**config.mk**
```make
export PLATFORM = sky130hd
export DESIGN_NAME = layered_bit_store_fnv_hash_core
export DESIGN_NICKNAME = d
export VERILOG_FILES = /design/src/rtl/core/lbs_pkg.sv /design/src/rtl/core/lbs_ram.sv /design/src/rtl/core/layered_bit_store_fnv_hash_core.sv
export VERILOG_INCLUDE_DIRS = /design/src /design/src/rtl/core
export SDC_FILE = /design/constraint.sdc
export NUM_CORES = 2
export LEC_CHECK = 0
export CAP_MARGIN = 20
export CORE_MARGIN = 3
export CORE_UTILIZATION = 55
export DETAILED_ROUTE_END_ITERATION = 8
export DONT_BUFFER_PORTS = 1
export PLACE_DENSITY = 0.68
export SLEW_MARGIN = 20
export SYNTH_ARGS = -nofsm -noshare
export SYNTH_HDL_FRONTEND = slang
export SYNTH_SLANG_ARGS = --single-unit
```
**constraint.sdc**
```tcl
create_clock -name clk -period 15 [get_ports clk]
set_input_delay 3 -clock clk [delete_from_list [all_inputs] [get_ports clk]]
set_output_delay 3 -clock clk [all_outputs]
set_load 0.01 [all_outputs]
```
**src/rtl/core/layered_bit_store_fnv_hash_core_macros.svh**
```systemverilog
// Assertion macros for the layered bit store core.
// Included by the RTL files that carry concurrent assertions; no other dependencies.
`ifndef LAYERED_BIT_STORE_FNV_HASH_CORE_MACROS_SVH
`define LAYERED_BIT_STORE_FNV_HASH_CORE_MACROS_SVH
`ifndef SYNTHESIS
`define LBS_ASSERT_IMP(lbl, clk, rst, ante, cons) \
  lbl: assert property (@(posedge clk) disable iff (rst) (ante) |-> (cons)) \
    else $error("layered bit store assertion failed");
`define LBS_ASSERT_NXT(lbl, clk, rst, ante, cons) \
  lbl: assert property (@(posedge clk) disable iff (rst) (ante) |=> (cons)) \
    else $error("layered bit store assertion failed");
`else
`define LBS_ASSERT_IMP(lbl, clk, rst, ante, cons)
`define LBS_ASSERT_NXT(lbl, clk, rst, ante, cons)
`endif
`endif

```
**src/rtl/core/lbs_pkg.sv**
```systemverilog
// Shared types and constants for the layered bit store core.
// No dependencies; imported by the top level.
package lbs_pkg;

  localparam int DefLayers    = 8;
  localparam int DefLayerBits = 256;

  localparam int KindW  = 2;
  localparam int LayerW = 3;
  localparam int PosW   = 8;
  localparam int CountW = 9;
  localparam int FlipW  = 32;
  localparam int HashW  = 64;

  // Input tdata: layer, bit_pos, bit_value, padded to whole bytes.
  localparam int InFieldsW = LayerW + PosW + 1;
  localparam int InDataW   = ((InFieldsW + 7) / 8) * 8;
  // Output tdata: bit_out, layer_set_count, flip_total, store_hash.
  localparam int OutFieldsW = 1 + CountW + FlipW + HashW;
  localparam int OutDataW   = ((OutFieldsW + 7) / 8) * 8;

  localparam logic [HashW-1:0] FnvBasis = 64'hCBF2_9CE4_8422_2325;

  typedef enum logic [KindW-1:0] {
    KIND_READ  = 2'd0,
    KIND_WRITE = 2'd1,
    KIND_FLIP  = 2'd2,
    KIND_CLEAR = 2'd3
  } kind_t;

endpackage

```
**src/rtl/core/lbs_ram.sv**
```systemverilog
// Generic single-write, single-read RAM with a registered read port.
// No dependencies; used by the layered bit store core for the bit matrix.
module lbs_ram #(
  parameter int WIDTH = 64,
  parameter int DEPTH = 32,
  localparam int AddrW = (DEPTH > 1) ? $clog2(DEPTH) : 1
) (
  input  logic             clk,
  input  logic             we,
  input  logic [AddrW-1:0] waddr,
  input  logic [WIDTH-1:0] wdata,
  input  logic             re,
  input  logic [AddrW-1:0] raddr,
  output logic [WIDTH-1:0] rdata
);

  logic [WIDTH-1:0] mem [DEPTH];

  always_ff @(posedge clk) begin
    if (we) begin
      mem[waddr] <= wdata;
    end
    if (re) begin
      rdata <= mem[raddr];
    end
  end

endmodule

```
**src/rtl/core/layered_bit_store_fnv_hash_core.sv**
```systemverilog
// Layered bit store: LAYERS rows of LAYER_BITS bits with a 64-bit FNV-1a store hash.
//
// Input stream (s_*): one transfer carries one operation. s_tuser is the kind
// (read, write, flip, clear all); s_tdata holds layer, bit_pos and bit_value.
// Output stream (m_*): exactly one transfer per operation, in order, carrying the
// addressed bit, the set-bit count of its row, the flip total and the store hash.
//
// The matrix lives in one RAM of LAYERS*LAYER_BITS/64 words with registered reads.
// Every change rereads the whole RAM and hashes one byte per cycle, so the hash
// pass sets the rate of writes, flips and clears; a read scans only the words of
// its addressed row, and an address out of range goes straight to the result.
//
// After reset a hash pass over the empty store runs with s_tready low; the RAM
// itself is never swept, per-word valid flags mark it empty.
// A finished result sits in an output register; the next operation is accepted
// while it waits, and its own result holds in the core until m_tready frees it.
`include "layered_bit_store_fnv_hash_core_macros.svh"
module layered_bit_store_fnv_hash_core #(
  parameter int LAYERS     = lbs_pkg::DefLayers,
  parameter int LAYER_BITS = lbs_pkg::DefLayerBits
) (
  input  logic                         clk,
  input  logic                         rst,
  input  logic                         s_tvalid,
  output logic                         s_tready,
  input  logic [lbs_pkg::InDataW-1:0]  s_tdata,  // layer, bit_pos, bit_value
  input  logic [lbs_pkg::KindW-1:0]    s_tuser,  // kind
  output logic                         m_tvalid,
  input  logic                         m_tready,
  output logic [lbs_pkg::OutDataW-1:0] m_tdata   // bit_out, layer_set_count, flip_total,
                                                 // store_hash
);
  import lbs_pkg::*;

  localparam int RowWords = LAYER_BITS / 64;
  localparam int NWords   = LAYERS * RowWords;
  localparam int AW       = (NWords > 1) ? $clog2(NWords) : 1;
  localparam int RowW     = (LAYERS > 1) ? $clog2(LAYERS) : 1;
  localparam int ColW     = (RowWords > 1) ? $clog2(RowWords) : 1;
  localparam int CntW     = $clog2(RowWords * 64 + 1);
  localparam int PadW     = OutDataW - OutFieldsW;

  typedef enum logic [2:0] {
    ST_IDLE,
    ST_RMW_RD,
    ST_RMW_WR,
    ST_HSTART,
    ST_HASH,
    ST_SCAN,
    ST_FINISH
  } state_t;

  // x * 0x100000001B3 modulo 2^64, written as shifts and adds.
  function automatic logic [HashW-1:0] fnv_step(input logic [HashW-1:0] h,
                                                input logic [7:0] d);
    logic [HashW-1:0] x;
    x = h ^ {56'd0, d};
    return (x << 40) + (x << 8) + (x << 7) + (x << 5) + (x << 4) + (x << 1) + x;
  endfunction

  state_t              state;
  logic                init;
  logic [NWords-1:0]   vld;
  logic [FlipW-1:0]    flips;
  logic [HashW-1:0]    hash;

  kind_t               it_kind;
  logic [LayerW-1:0]   it_layer;
  logic [PosW-1:0]     it_pos;
  logic                it_val;
  logic                cnt_en;
  logic [AW-1:0]       tgt_addr;

  logic [AW-1:0]       w;
  logic [RowW-1:0]     row;
  logic [ColW-1:0]     col;
  logic [2:0]          b_idx;
  logic                issued_all;
  logic [63:0]         word_q;

  logic                rd_pend;
  logic [AW-1:0]       rd_addr_q;
  logic [RowW-1:0]     rd_row_q;
  logic [ColW-1:0]     rd_col_q;

  logic                bit_q;
  logic [CntW-1:0]     cnt_q;

  logic                ram_we;
  logic                ram_re;
  logic [AW-1:0]       ram_raddr;
  logic [63:0]         ram_wdata;
  logic [63:0]         ram_rdata;
  logic [RowW-1:0]     iss_row;
  logic [ColW-1:0]     iss_col;

  kind_t               in_kind;
  logic [LayerW-1:0]   in_layer;
  logic [PosW-1:0]     in_pos;
  logic                in_val;
  logic                in_range;
  logic                accept;

  logic [63:0]         eff;
  logic [63:0]         cur_word;
  logic [7:0]          cur_byte;
  logic [63:0]         bit_mask;
  logic [ColW-1:0]     col_adv;
  logic [RowW-1:0]     row_adv;
  logic                last_word;
  logic                proc;
  logic                row_hit;
  logic                hit;
  logic                clear_acc;
  logic                flip_src;

  assign in_kind  = kind_t'(s_tuser);
  assign in_layer = s_tdata[LayerW-1:0];
  assign in_pos   = s_tdata[LayerW+PosW-1:LayerW];
  assign in_val   = s_tdata[LayerW+PosW];
  assign in_range = (32'(in_layer) < LAYERS) && (32'(in_pos) < RowWords * 64);

  assign s_tready = (state == ST_IDLE);
  assign accept   = s_tvalid && s_tready;

  // Words never written since the last clear read as zero.
  assign eff      = vld[rd_addr_q] ? ram_rdata : 64'd0;
  assign cur_word = (b_idx == 3'd0) ? eff : word_q;
  assign cur_byte = cur_word[{b_idx, 3'b000} +: 8];
  assign bit_mask = 64'd1 << it_pos[5:0];

  assign col_adv   = (32'(col) == RowWords - 1) ? '0 : col + 1'b1;
  assign row_adv   = (32'(col) == RowWords - 1) ? row + 1'b1 : row;
  assign last_word = (32'(w) == NWords - 1);

  // Only words of the addressed row count toward its set-bit total.
  assign proc    = rd_pend && cnt_en && (state == ST_HASH || state == ST_SCAN);
  assign row_hit = (32'(rd_row_q) == 32'(it_layer));
  assign hit     = row_hit && (32'(rd_col_q) == 32'(it_pos[7:6]));

  assign clear_acc = accept && (in_kind == KIND_CLEAR);
  assign flip_src  = ((state == ST_RMW_WR) && (it_kind == KIND_FLIP)) || clear_acc;

  always_comb begin
    ram_re    = 1'b0;
    ram_raddr = w;
    iss_row   = row;
    iss_col   = col;
    ram_we    = 1'b0;
    if (it_kind == KIND_WRITE) begin
      ram_wdata = it_val ? (eff | bit_mask) : (eff & ~bit_mask);
    end else begin
      ram_wdata = eff ^ bit_mask;
    end
    unique case (state)
      ST_RMW_RD: begin
        ram_re    = 1'b1;
        ram_raddr = tgt_addr;
      end
      ST_RMW_WR: begin
        ram_we = 1'b1;
      end
      ST_HSTART: begin
        ram_re    = 1'b1;
        ram_raddr = '0;
        iss_row   = '0;
        iss_col   = '0;
      end
      ST_HASH: begin
        // Fetch the next word during the last byte of the current one.
        ram_re    = (b_idx == 3'd7) && !last_word;
        ram_raddr = w + 1'b1;
        iss_row   = row_adv;
        iss_col   = col_adv;
      end
      ST_SCAN: begin
        ram_re = !issued_all;
      end
      ST_IDLE, ST_FINISH: begin
        ram_re = 1'b0;
      end
      default: begin
        ram_re = 1'b0;
      end
    endcase
  end

  lbs_ram #(
    .WIDTH(64),
    .DEPTH(NWords)
  ) u_ram (
    .clk  (clk),
    .we   (ram_we),
    .waddr(tgt_addr),
    .wdata(ram_wdata),
    .re   (ram_re),
    .raddr(ram_raddr),
    .rdata(ram_rdata)
  );

  always_ff @(posedge clk) begin
    rd_addr_q <= ram_raddr;
    rd_row_q  <= iss_row;
    rd_col_q  <= iss_col;

    if (proc && row_hit) begin
      cnt_q <= cnt_q + CntW'($countones(eff));
      if (hit) begin
        bit_q <= eff[it_pos[5:0]];
      end
    end

    if (rst) begin
      state    <= ST_HSTART;
      init     <= 1'b1;
      vld      <= '0;
      flips    <= '0;
      m_tvalid <= 1'b0;
      rd_pend  <= 1'b0;
    end else begin
      rd_pend <= ram_re;
      if (m_tvalid && m_tready && state != ST_FINISH) begin
        m_tvalid <= 1'b0;
      end

      unique case (state)
        ST_IDLE: begin
          if (accept) begin
            it_kind  <= in_kind;
            it_layer <= in_layer;
            it_pos   <= in_pos;
            it_val   <= in_val;
            bit_q    <= 1'b0;
            cnt_q    <= '0;
            tgt_addr <= AW'(32'(in_layer) * RowWords + 32'(in_pos[7:6]));
            cnt_en   <= in_range && (in_kind != KIND_CLEAR);
            unique case (in_kind)
              KIND_CLEAR: begin
                vld   <= '0;
                flips <= '0;
                state <= ST_HSTART;
              end
              KIND_READ: begin
                w          <= AW'(32'(in_layer) * RowWords);
                row        <= RowW'(in_layer);
                col        <= '0;
                issued_all <= 1'b0;
                state      <= in_range ? ST_SCAN : ST_FINISH;
              end
              KIND_WRITE, KIND_FLIP: begin
                state <= in_range ? ST_RMW_RD : ST_FINISH;
              end
              default: begin
                state <= ST_FINISH;
              end
            endcase
          end
        end
        ST_RMW_RD: begin
          state <= ST_RMW_WR;
        end
        ST_RMW_WR: begin
          vld[tgt_addr] <= 1'b1;
          if (it_kind == KIND_FLIP) begin
            flips <= flips + 1'b1;
          end
          state <= ST_HSTART;
        end
        ST_HSTART: begin
          w     <= '0;
          row   <= '0;
          col   <= '0;
          b_idx <= 3'd0;
          hash  <= FnvBasis;
          state <= ST_HASH;
        end
        ST_HASH: begin
          if (b_idx == 3'd0) begin
            word_q <= eff;
          end
          hash  <= fnv_step(hash, cur_byte);
          b_idx <= b_idx + 1'b1;
          if (b_idx == 3'd7) begin
            if (last_word) begin
              init  <= 1'b0;
              state <= init ? ST_IDLE : ST_FINISH;
            end else begin
              w   <= w + 1'b1;
              row <= row_adv;
              col <= col_adv;
            end
          end
        end
        ST_SCAN: begin
          if (!issued_all) begin
            w   <= w + 1'b1;
            col <= col_adv;
            if (32'(col) == RowWords - 1) begin
              issued_all <= 1'b1;
            end
          end
          if (rd_pend && 32'(rd_col_q) == RowWords - 1) begin
            state <= ST_FINISH;
          end
        end
        ST_FINISH: begin
          if (!m_tvalid || m_tready) begin
            m_tvalid <= 1'b1;
            m_tdata  <= {{PadW{1'b0}}, hash, flips, CountW'(cnt_q), bit_q};
            state    <= ST_IDLE;
          end
        end
        default: begin
          state <= ST_IDLE;
        end
      endcase
    end
  end

  // Each word's data must be back from the RAM when its first byte is hashed.
  `LBS_ASSERT_IMP(a_hash_data, clk, rst, state == ST_HASH && b_idx == 3'd0, rd_pend)
  `LBS_ASSERT_NXT(a_clear_flips, clk, rst, clear_acc, flips == '0)
  `LBS_ASSERT_IMP(a_flip_src, clk, rst, !$past(rst) && flips != $past(flips), $past(flip_src))
  `LBS_ASSERT_IMP(a_out_src, clk, rst, !$past(rst) && $rose(m_tvalid), $past(state == ST_FINISH))

endmodule
```
==> results.json <==
{
  "layout.cells.most_common_list": "sky130_fd_sc_hd__edfxtp_1 (2,375), sky130_fd_sc_hd__mux4_2 (661), sky130_fd_sc_hd__nand2_1 (472)",
  "cts-root-to-sink-buffers": 3,
  "cts.repair_timing.setup_buffer_count": 0,
  "rows": 162,
  "design.portCount": 136,
  "portBuffers": 0,
  "layout_commonest_cell": "sky130_fd_sc_hd__edfxtp_1",
  "rsz0062_at_grt": "false",
  "path_common_cell": "sky130_fd_sc_hd__fa_1",
  "synth_enable_flop_cells": 2375,
  "post_synth.cell_area_avg_um2": 18.0,
  "holdCritPathClass": "reg2reg",
  "fp.coreArea_um2": 195000,
  "final-hold-violation-count": 0,
  "asyncSetResetFlopFracSynth_pct": 0,
  "critical_path.startpoint_type": "register",
  "layout.filler_cells": 13715,
  "post-route-period-util_pct": 70.9,
  "cp_num_buf_inv": 1,
  "r2r_setup_slack_ns": 4.37,
  "finalWorstSetupSlack_ns": 4.37,
  "criticalPathCategory": "reg2reg",
  "detailedRoute.firstIterationViolations": 7203,
  "drt-wirelength-per-cell_um": 29.6,
  "post_detailed_route_count_of_antenna_violating_nets": 0,
  "number_of_global_route_vias_before_repair": 56547,
  "hold_fix_buffer_count_after_cts": 0,
  "setup-violations-final": 0,
  "cts.root.buffer_cell": "sky130_fd_sc_hd__clkbuf_16",
  "insertion_delay_ns": 0.90,
  "die-height_um": 449,
  "synth_seq_area_share_pct": 67.7,
  "die_width_um": 449,
  "placement.setup.worst_slack_ns": 4.45,
  "final.min_clock_period_ns": 10.63,
  "worst_path_max_delay_cell": "sky130_fd_sc_hd__dfxtp_1",
  "critical_path.startpoint": "rd_addr_q[1]$_DFF_P_",
  "place.gp.congestion": 0.950,
  "path_max_fanout": 69,
  "drt_drc_violations_left": 0,
  "die_area_um2": 202000,
  "run_status": "complete, no violations",
  "syn_to_final_growth_pct": 11.2,
  "first_pass_grt_wire_length_um": 390000,
  "post_synth_inst_count": 5997,
  "crit-reg2reg-launch": "rd_addr_q[1]$_DFF_P_",
  "fin_setup_tns_ns": 0,
  "crit_required_ns": 15.65,
  "grt_use_total_pct": 26.5,
  "start_util_pct": 55.4,
  "timing.slew.headroom_pct": 16.9,
  "final_layout_size_suffix_gt1_share_pct": 21.2,
  "drv_cap": 0,
  "routed_wl_um": 264000,
  "yosys_register_bits": 2465,
  "grt_remaining_overflow": 0,
  "final_max_slew_viol_count": 0,
  "hold_start": "flips[31]$_SDFFE_PP0P_",
  "dp_hpwl_um": 151000,
  "number_of_distinct_standard_cells_referenced_by_the_synthesized_netlist": 79,
  "antenna_found_initial": 13,
  "crit_path_end_kind": "register",
  "cts-htree-levels": 4,
  "fin_worst_skew_ns": 0.0487,
  "tritoncts_clock_tree": "built",
  "critPathArrivalTime_ns": 11.28,
  "detail_route.first_pass.iterations": 5,
  "grt_start_max_net_pins": 149,
  "worst-slew-pin-transition_ns": 1.24,
  "synthesis.yosys.warnings": 0,
  "synth_top_flop_cell": "sky130_fd_sc_hd__edfxtp_1",
  "syn_area_um2": 108000,
  "timing.critical_path.max_delay_family": "compound AO/OA/AOI/OAI gates",
  "cts_resized": 0,
  "cts-buffers-inserted": 239,
  "clkSlewWorstSetupHoldPaths_ns": 0.06,
  "number_of_sinks_handled_by_clock_tree_synthesis": 2465,
  "final_nets": 6565,
  "vias_per_cell": 6.30,
  "num_vias": 56207,
  "max_freq_ghz": 0.0940,
  "timing.critical_path.slowest_cell_delay_ns": 0.97
}
worst paths after layout:
check | to | cells after the start
setup reg to reg | hash[63]$_SDFFCE_PN1P_ | 26
setup / recovery | hash[63]$_SDFFCE_PN1P_ | 26
hold reg to reg | m_tdata[41]$_DFFE_PP_ | 0
hold / removal | m_tdata[41]$_DFFE_PP_ | 0
cells by family after synthesis:
group	count (synthesis)	synth area share (%)
and+or+nand+nor	971	3.99
buffers and inverters	733	2.78
xor gates and xnor gates	114	0.938
other	1	0.00347
adders and majority gates	447	7.31
muxes	701	14.2
DFF	2465	67.7
AOI/OAI and AO/OA	565	3.11
metal layers:
metal | routed length, µm | vias to the layer above | part of all wire [%] | global-route usage, %
met3 | 23300 | 471 | 8.8 | 4.32
met1 | 104000 | 29665 | 39 | 38.3
met5 | 12 | - | 0.0045 | 0
met2 | 129000 | 2736 | 49 | 42.2
met4 | 7970 | 2 | 3.0 | 8.01
li1 | - | 23333 | - | -
synthesized netlist by cell type (5+ instances only):
library cell,n,share of area (%)
sky130_fd_sc_hd__fa_1,307,5.7
sky130_fd_sc_hd__ha_1,140,1.6
sky130_fd_sc_hd__buf_4,8,0.056
sky130_fd_sc_hd__and2_1,14,0.081
sky130_fd_sc_hd__o21a_1,8,0.056
sky130_fd_sc_hd__nor2_1,211,0.73
sky130_fd_sc_hd__o21ai_1,24,0.11
sky130_fd_sc_hd__dfxtp_1,90,1.7
sky130_fd_sc_hd__a21boi_0,8,0.056
sky130_fd_sc_hd__clkbuf_1,143,0.50
sky130_fd_sc_hd__a221o_1,11,0.10
sky130_fd_sc_hd__inv_1,437,1.5
sky130_fd_sc_hd__mux2i_1,33,0.31
sky130_fd_sc_hd__o21ai_0,164,0.76
sky130_fd_sc_hd__a21o_1,52,0.36
sky130_fd_sc_hd__nand2b_1,19,0.11
sky130_fd_sc_hd__or3_1,12,0.069
sky130_fd_sc_hd__buf_2,116,0.54
sky130_fd_sc_hd__xor2_1,50,0.41
sky130_fd_sc_hd__nor3b_1,7,0.049
sky130_fd_sc_hd__nor3_1,21,0.097
sky130_fd_sc_hd__mux4_2,661,14
sky130_fd_sc_hd__buf_6,10,0.10
sky130_fd_sc_hd__xnor2_1,62,0.50
sky130_fd_sc_hd__o31ai_1,7,0.049
sky130_fd_sc_hd__nand2_1,473,1.6
sky130_fd_sc_hd__nor2b_1,12,0.069
sky130_fd_sc_hd__o211ai_1,7,0.049
sky130_fd_sc_hd__nand2_2,38,0.22
sky130_fd_sc_hd__nand4_1,33,0.19
sky130_fd_sc_hd__a22oi_1,7,0.049
sky130_fd_sc_hd__o21bai_1,13,0.090
sky130_fd_sc_hd__nand3_1,72,0.33
sky130_fd_sc_hd__and3_1,29,0.17
sky130_fd_sc_hd__a31oi_1,20,0.12
sky130_fd_sc_hd__buf_1,17,0.059
sky130_fd_sc_hd__a221oi_1,7,0.057
sky130_fd_sc_hd__edfxtp_1,2375,66
sky130_fd_sc_hd__nand4b_1,5,0.041
sky130_fd_sc_hd__mux2_4,5,0.069
sky130_fd_sc_hd__a21oi_1,192,0.89
registers in the layout, indices dropped and copies added (netlist names), 2 cells and up:
| signal | count |
|---|---|
| it_layer | 3 |
| m_tdata | 106 |
| u_ram.mem | 2048 |
| flips | 32 |
| w | 5 |
| hash | 64 |
| state | 3 |
| it_kind | 2 |
| rd_col_q | 2 |
| rd_row_q | 3 |
| rd_addr_q | 5 |
| b_idx | 3 |
| u_ram.rdata | 64 |
| row | 3 |
| word_q | 64 |
| col | 2 |
| vld | 32 |
| it_pos | 7 |
| cnt_q | 9 |
worst register-to-register path: stages (launching register included):
cell and delay, ns:
sky130_fd_sc_hd__dfxtp_1 0.97, sky130_fd_sc_hd__mux2i_1 0.23, sky130_fd_sc_hd__a22oi_1 0.21, sky130_fd_sc_hd__nand4b_1 0.14, sky130_fd_sc_hd__a21oi_1 0.21, sky130_fd_sc_hd__or2_4 0.64, sky130_fd_sc_hd__buf_4 0.89, sky130_fd_sc_hd__nand2_2 0.16
sky130_fd_sc_hd__o21ai_0 0.54, sky130_fd_sc_hd__mux4_2 0.35, sky130_fd_sc_hd__mux2_4 0.23, sky130_fd_sc_hd__xor2_1 0.92, sky130_fd_sc_hd__fa_1 0.59, sky130_fd_sc_hd__fa_1 0.46, sky130_fd_sc_hd__fa_1 0.46, sky130_fd_sc_hd__ha_1 0.29
sky130_fd_sc_hd__ha_1 0.36, sky130_fd_sc_hd__a21oi_1 0.17, sky130_fd_sc_hd__o22ai_1 0.14, sky130_fd_sc_hd__o2111ai_1 0.39, sky130_fd_sc_hd__nand3_1 0.18, sky130_fd_sc_hd__a31oi_2 0.31, sky130_fd_sc_hd__o2111ai_1 0.35, sky130_fd_sc_hd__a2111oi_2 0.55
sky130_fd_sc_hd__o31ai_1 0.22, sky130_fd_sc_hd__o31a_1 0.28, sky130_fd_sc_hd__o21a_1 0.18
stage by stage:
stage	instances	hold slack, ns	utilization [%]	instance area (µm²)
after global routing	8928	0.475	61.6	120000
after floorplan	6002	0.409	-	108000
after CTS	8923	0.461	61.4	120000
after global placement	8476	0.441	57.3	112000
final	8928	0.459	61.6	120000
after detailed placement	8479	0.444	57.3	112000
cell type report:
class	instances	area (µm²)	area share, %
timing repair buffer	147	1190	0.995
tap	2624	3280	2.73
clock buffer	295	6350	5.29
antenna	5	12.5	0.0104
inverter	439	1650	1.37
multi-input combinational	2804	32800	27.3
clock inverter	149	1710	1.42
sequential	2465	73100	60.9
Power is left out: the tool's default activity adds up to more than one toggle a clock period on the data nets, which glitch-free logic cannot reach.
